$ cat config.mk
export PLATFORM = sky130hd
export DESIGN_NAME = hky_fifo
export DESIGN_NICKNAME = d
export VERILOG_FILES = /design/src/hky_fifo.sv
export SDC_FILE = /design/constraint.sdc
export NUM_CORES = 1
export LEC_CHECK = 0
export ABC_CLOCK_PERIOD_IN_PS = 2500
export BUFFER_PORTS_ARGS = -buffer_cell sky130_fd_sc_hd__buf_2
export CAP_MARGIN = 20
export CORE_MARGIN = 1.5
export CORE_UTILIZATION = 49
export CTS_BUF_LIST = sky130_fd_sc_hd__clkbuf_4 sky130_fd_sc_hd__clkbuf_8
export CTS_CLUSTER_SIZE = 20
export DETAILED_ROUTE_END_ITERATION = 6
export GPL_TIMING_DRIVEN = 0
export PLACE_DENSITY = 0.86
export SYNTH_ARGS = -nofsm -noshare
export SYNTH_HDL_FRONTEND = slang
export SYNTH_SLANG_ARGS = --single-unit
$ cat constraint.sdc
create_clock -name clk -period 2.5 [get_ports clk]
set_input_delay 0.125 -clock clk [delete_from_list [all_inputs] [get_ports clk]]
set_output_delay 0.125 -clock clk [all_outputs]
set_load 0.005 [all_outputs]
$ cat src/hky_fifo.sv
`default_nettype none

module hky_fifo #(
  parameter int WIDTH = 32,
  parameter int DEPTH = 2
) (
  input  wire logic             clk,
  input  wire logic             rst_n,
  input  wire logic             wr_en,
  input  wire logic [WIDTH-1:0] wr_data,
  output logic                  full,
  input  wire logic             rd_en,
  output logic      [WIDTH-1:0] rd_data,
  output logic                  empty
);

  localparam int PW = (DEPTH > 1) ? $clog2(DEPTH) : 1;
  localparam int CW = $clog2(DEPTH + 1);

  logic [WIDTH-1:0] mem_r [DEPTH];
  logic [PW-1:0]    wr_ptr_r;
  logic [PW-1:0]    rd_ptr_r;
  logic [CW-1:0]    count_r;

  assign full    = (count_r == CW'(DEPTH));
  assign empty   = (count_r == '0);
  assign rd_data = mem_r[rd_ptr_r];

  // Storage for the waiting beats.
  always_ff @(posedge clk) begin
    if (wr_en) begin
      mem_r[wr_ptr_r] <= wr_data;
    end
  end

  // Pointers and fill count.
  always_ff @(posedge clk) begin
    if (!rst_n) begin
      wr_ptr_r <= '0;
      rd_ptr_r <= '0;
      count_r  <= '0;
    end else begin
      if (wr_en) begin
        wr_ptr_r <= (wr_ptr_r == PW'(DEPTH - 1)) ? '0 : wr_ptr_r + 1'b1;
      end
      if (rd_en) begin
        rd_ptr_r <= (rd_ptr_r == PW'(DEPTH - 1)) ? '0 : rd_ptr_r + 1'b1;
      end
      if (wr_en && !rd_en) begin
        count_r <= count_r + 1'b1;
      end else if (rd_en && !wr_en) begin
        count_r <= count_r - 1'b1;
      end
    end
  end

endmodule

`default_nettype wire

# --- Word level (Yosys, flattened, before mapping) ---
# Memories as Yosys holds them, arrays and structs flattened. A register that Yosys moved wholly into a read port is not among the register bits.
# Index checks and enable logic that the tools add are counted.
classes:
  reduce_logical: 6
  muxes: 8
  addsub: 4
  eq_ne: 1
op_table:
  columns: ["op", "n"]
  rows:
  - ["1-bit two-way mux", 6]
  - ["2-bit two-way mux", 2]
  - ["1-bit adder, second input constant", 2]
  - ["2-bit by 1-bit adder with 2-bit output, second input constant", 1]
  - ["2-bit == test, second input constant", 1]
  - ["1-bit logical AND", 2]
  - ["1-bit logical NOT", 2]
  - ["2-bit logical NOT", 1]
  - ["2-bit nonzero test", 1]
  - ["2-bit by 1-bit subtractor with 2-bit output, second input constant", 1]
word_totals:
  ff_bits: 4
  in_bits: 36
  elab_cells: 23
  ram_bits: 64
  n_memories: 1
  output_inout_bits: 34
mem_list:
  columns: ["memory", "words", "word_bits", "rd", "rd_clocked_by_memory_dff", "wr", "line_no", "rtl"]
  rows:
  - ["mem_r", 2, 32, 1, 1, 1, "20", "logic [WIDTH-1:0] mem_r [DEPTH];"]

# --- Logic depth before layout (Yosys ltp) ---
logic_depth:
  depth_word: 4
  mapped_depth: 5
  depth_no_buf: 5

# --- Worst setup path before layout ---
# Ideal clock, no wire load.
synth_timing:
  kind: "register -> register"
  from: "register wr_ptr_r"
  to: "memory mem_r[0][0] (enable)"
  required_time_ps: 2074
  path_stages_with_launch: 2
  setup_time_ps: 426
  n_path_buf: 0
  slack_ps: 298
  period_less_slack_ps: 2202
  t_arrival_ps: 1776
  cell_sequence: "dfxtp_1 nor2b_1"
synth_lines:
  columns: ["element", "line_no", "rtl"]
  rows:
  - ["start: declaration", "21", "logic [PW-1:0] wr_ptr_r;"]
  - ["start signal: assignment", "44", "wr_ptr_r <= (wr_ptr_r == PW'(DEPTH - 1)) ? '0 : wr_ptr_r + 1'b1;"]
  - ["end: declaration", "20", null]
# Straight into the memory's write port.

==> impl_metrics.env <==
export IMPL_cap_violations=0
export IMPL_wl_met2_mm=2.416
export IMPL_cts_setup_buffers=0
export IMPL_grt_max_degree=34
export IMPL_r2r_slack_ns=1.02
export IMPL_highest_layer="met4"
export IMPL_met1_length_mm=1.810
export IMPL_ys_async_sr_fraction=0
export IMPL_switchingPower_uw=527.9
export IMPL_grt_pass1_vias=1370
export IMPL_p_int_uw=1871
export IMPL_synth_seq_cells=69
export IMPL_drt_vias_per_instance=4.673
export IMPL_gp_congestion=0.7022
export IMPL_die_area_um2=5600
export IMPL_grt_overflow=0
export IMPL_tightest_slew_ns=0.9378
export IMPL_coreArea_um2=4848
export IMPL_finalCritPeriodShare=0.6425
export IMPL_critPathCaptureType="primary output"
export IMPL_post_place_ws_ns=1.005
export IMPL_area_growth_pct=36.57
export IMPL_ir_drop_mv=0.5360
export IMPL_synth_fa_ha_area_frac=0.004948
export IMPL_synth_compound_area_frac=0.007917
export IMPL_placedInstanceArea_um2=2967
export IMPL_antenna_found_initial=0
export IMPL_die_w_um=74.84
export IMPL_p_seq_frac=0.563
export IMPL_ys_flop_type="edfxtp_1"
export IMPL_fmax_ghz=0.6225
export IMPL_pwr_share_clk=0.319
export IMPL_power_density_nw_per_um2=694.8
export IMPL_syn_inst=122
export IMPL_swShare=0.2200
export IMPL_remaining_drc_errors=0
export IMPL_yosysUniqueCellTypes=18
export IMPL_ios=70
export IMPL_n_antenna_cell=0
export IMPL_crit_reg2reg_capture="mem_r[1][20]"
export IMPL_synth_most_common_cell="edfxtp_1"
export IMPL_crit_type="reg2out"
export IMPL_fin_area_um2=3453
export IMPL_firstDrtPassIters=4
export IMPL_start_kind="register"
export IMPL_slew_viol_final=0
export IMPL_hpwl_mm=2.440
export IMPL_pwr_share_comb=0.119
export IMPL_drt_wl_total_mm=4.529
export IMPL_cts_tree="built"
export IMPL_vias=1430
export IMPL_yosysSeqAreaShare=0.7996
export IMPL_htree_levels=3
export IMPL_cts_hold_buf=32
export IMPL_track_usage=0.1701
export IMPL_synth_edff_count=64
export IMPL_min_path_cells=2
export IMPL_rows=25
export IMPL_relSlewSlack=0.3735
export IMPL_status="finished, final reports clean"
export IMPL_clock_skew_ns=0.01057
export IMPL_setup_viol_count_final=0
export IMPL_synth_area_mux_share=0.1425
export IMPL_synth_area_leader_cell="edfxtp_1"
export IMPL_grt_first_pass_wirelength_mm=6.479
export IMPL_hold_start="rst_n"
export IMPL_layout_nets=271
export IMPL_drtIter0Drc=53
export IMPL_rsz0062_at_grt="no"
export IMPL_cts_root_buf="clkbuf_8"
export IMPL_cts_resized=0
export IMPL_cts_reportedPaths_clkPinSlew_ns=0.07
export IMPL_p_leak_uw=0.001341
export IMPL_synth_common_cells="edfxtp_1 (64), mux2_2 (30), dfxtp_1 (5), and2_1 (4), buf_4 (3)"
export IMPL_synthTopCellsByArea="edfxtp_1 (76%), mux2_2 (13%), dfxtp_1 (4.0%)"
export IMPL_numCtsBuffers=9
export IMPL_finalHoldViolCount=0
export IMPL_ant_nets=0
export IMPL_synth_xor_area_frac=0.01039
export IMPL_drive_gt1_frac=0.5105
export IMPL_period_minus_slack_ns=1.606
export IMPL_avgSynthCellArea_um2=20.73
export IMPL_synthesis_nets=159
export IMPL_fill_cells=321
export IMPL_r2r_start="wr_ptr_r"
export IMPL_synth_area_um2=2529
export IMPL_yosysWarnings=0
export IMPL_cp_max_fo=10
export IMPL_clock_sinks=69
export IMPL_port_buffers=69
export IMPL_reg2regPathDepth=1
export IMPL_layout_setup_ws_ns=0.8937
export IMPL_required_ns=2.38
export IMPL_synth_top_family_by_area="multiplexers"
export IMPL_wl_per_cell_um=14.80
export IMPL_die_h_um=74.84
export IMPL_netlist_area_leader_share=0.7600
export IMPL_hold_class="in2reg"
export IMPL_met3RoutedLength_um=251
export IMPL_crit_arrival_ns=1.48
export IMPL_start_util=0.5215
export IMPL_synthSimpleGateAreaFrac=0.02227
export IMPL_clockBufferDepth=2
export IMPL_clock_latency_ns=0.34
[layout make-up]
class / instances / area (um2) / share of cell area
flip-flops and latches: 69 / 2022 / 0.5855
repair buffers: 101 / 665.6 / 0.1928
multi-input cells: 48 / 484.2 / 0.1402
clock buffers: 11 / 138.9 / 0.04022
well taps: 67 / 83.83 / 0.02428
clock inverters: 5 / 27.53 / 0.007971
plain buffers: 4 / 27.53 / 0.007971
inverters: 1 / 3.754 / 0.001087
[worst max-delay path, stage by stage (launching register included)]
cell and delay (ns):
dfxtp_1 0.31, clkbuf_2 0.14, buf_4 0.20, mux2_2 0.36, buf_2 0.13
[cell families after synthesis]
group                      Yosys count
adders and majority gates            1
AOI/OAI and AO/OA                    3
muxes                               32
xor gates and xnor gates             3
buffers and inverters                5
DFF                                 69
and+or+nand+nor                      9
[state kept, by name, summed over array words and instances, names as in the netlist, named ones only]
register  flops
rd_ptr_r      1
count_r       2
mem_r        64
wr_ptr_r      1
[worst max path at each step]
stage	start	end	slack (ns)	depth (start not counted)
after global routing	register	rd_data[1]	0.81	4
after floorplan	wr_ptr_r	mem_r[0][0]	0.30	1
after detailed placement	wr_ptr_r	mem_r[0][24]	1.00	1
final	register	rd_data[1]	0.89	4
after CTS	register	rd_data[22]	0.87	4
after global placement	wr_ptr_r	mem_r[0][24]	-0.45	1
[power by group through the flow]
stage,registers [uW],logic [uW],clock network [uW]
2_1_floorplan,1370,135,0
3_3_place_gp,1370,239,0
3_5_place_dp,1370,244,0
4_1_cts,1350,284,773
5_1_grt,1350,310,820
6_report,1350,285,764
[cells in the final DEF, fill, tap and decap left out, drive strengths merged, types with 2 or more instances in the layout]
cell | Yosys | routed
dlygate4sd3 | 0 | 32
clkbuf | 1 | 12
mux2 | 32 | 32
and2 | 4 | 4
nor2b | 2 | 2
xor2 | 2 | 2
buf | 3 | 72
dfxtp | 5 | 5
edfxtp | 64 | 64
clkinv | 0 | 4
[stage by stage]
stage               cells  total power (uW)  utilization  setup TNS, ns  hold WS (ns)
finish                306              2399       0.7123              0       0.05163
global route          306              2485       0.7123              0       0.05188
CTS                   306              2407       0.7123              0       0.03432
detailed placement    258              1619       0.6119              0        0.3162
global placement      258              1612       0.6101         -14.56        0.3121
floorplan             122              1505            -              0        0.2239
[per-layer routing]
metal,vias to the layer above,GRT usage
met5,-,0
li1,692,-
met4,0,0.09697
met3,6,0.05355
met1,684,0.1801
met2,48,0.2989
(Power assumes the default switching activity.)
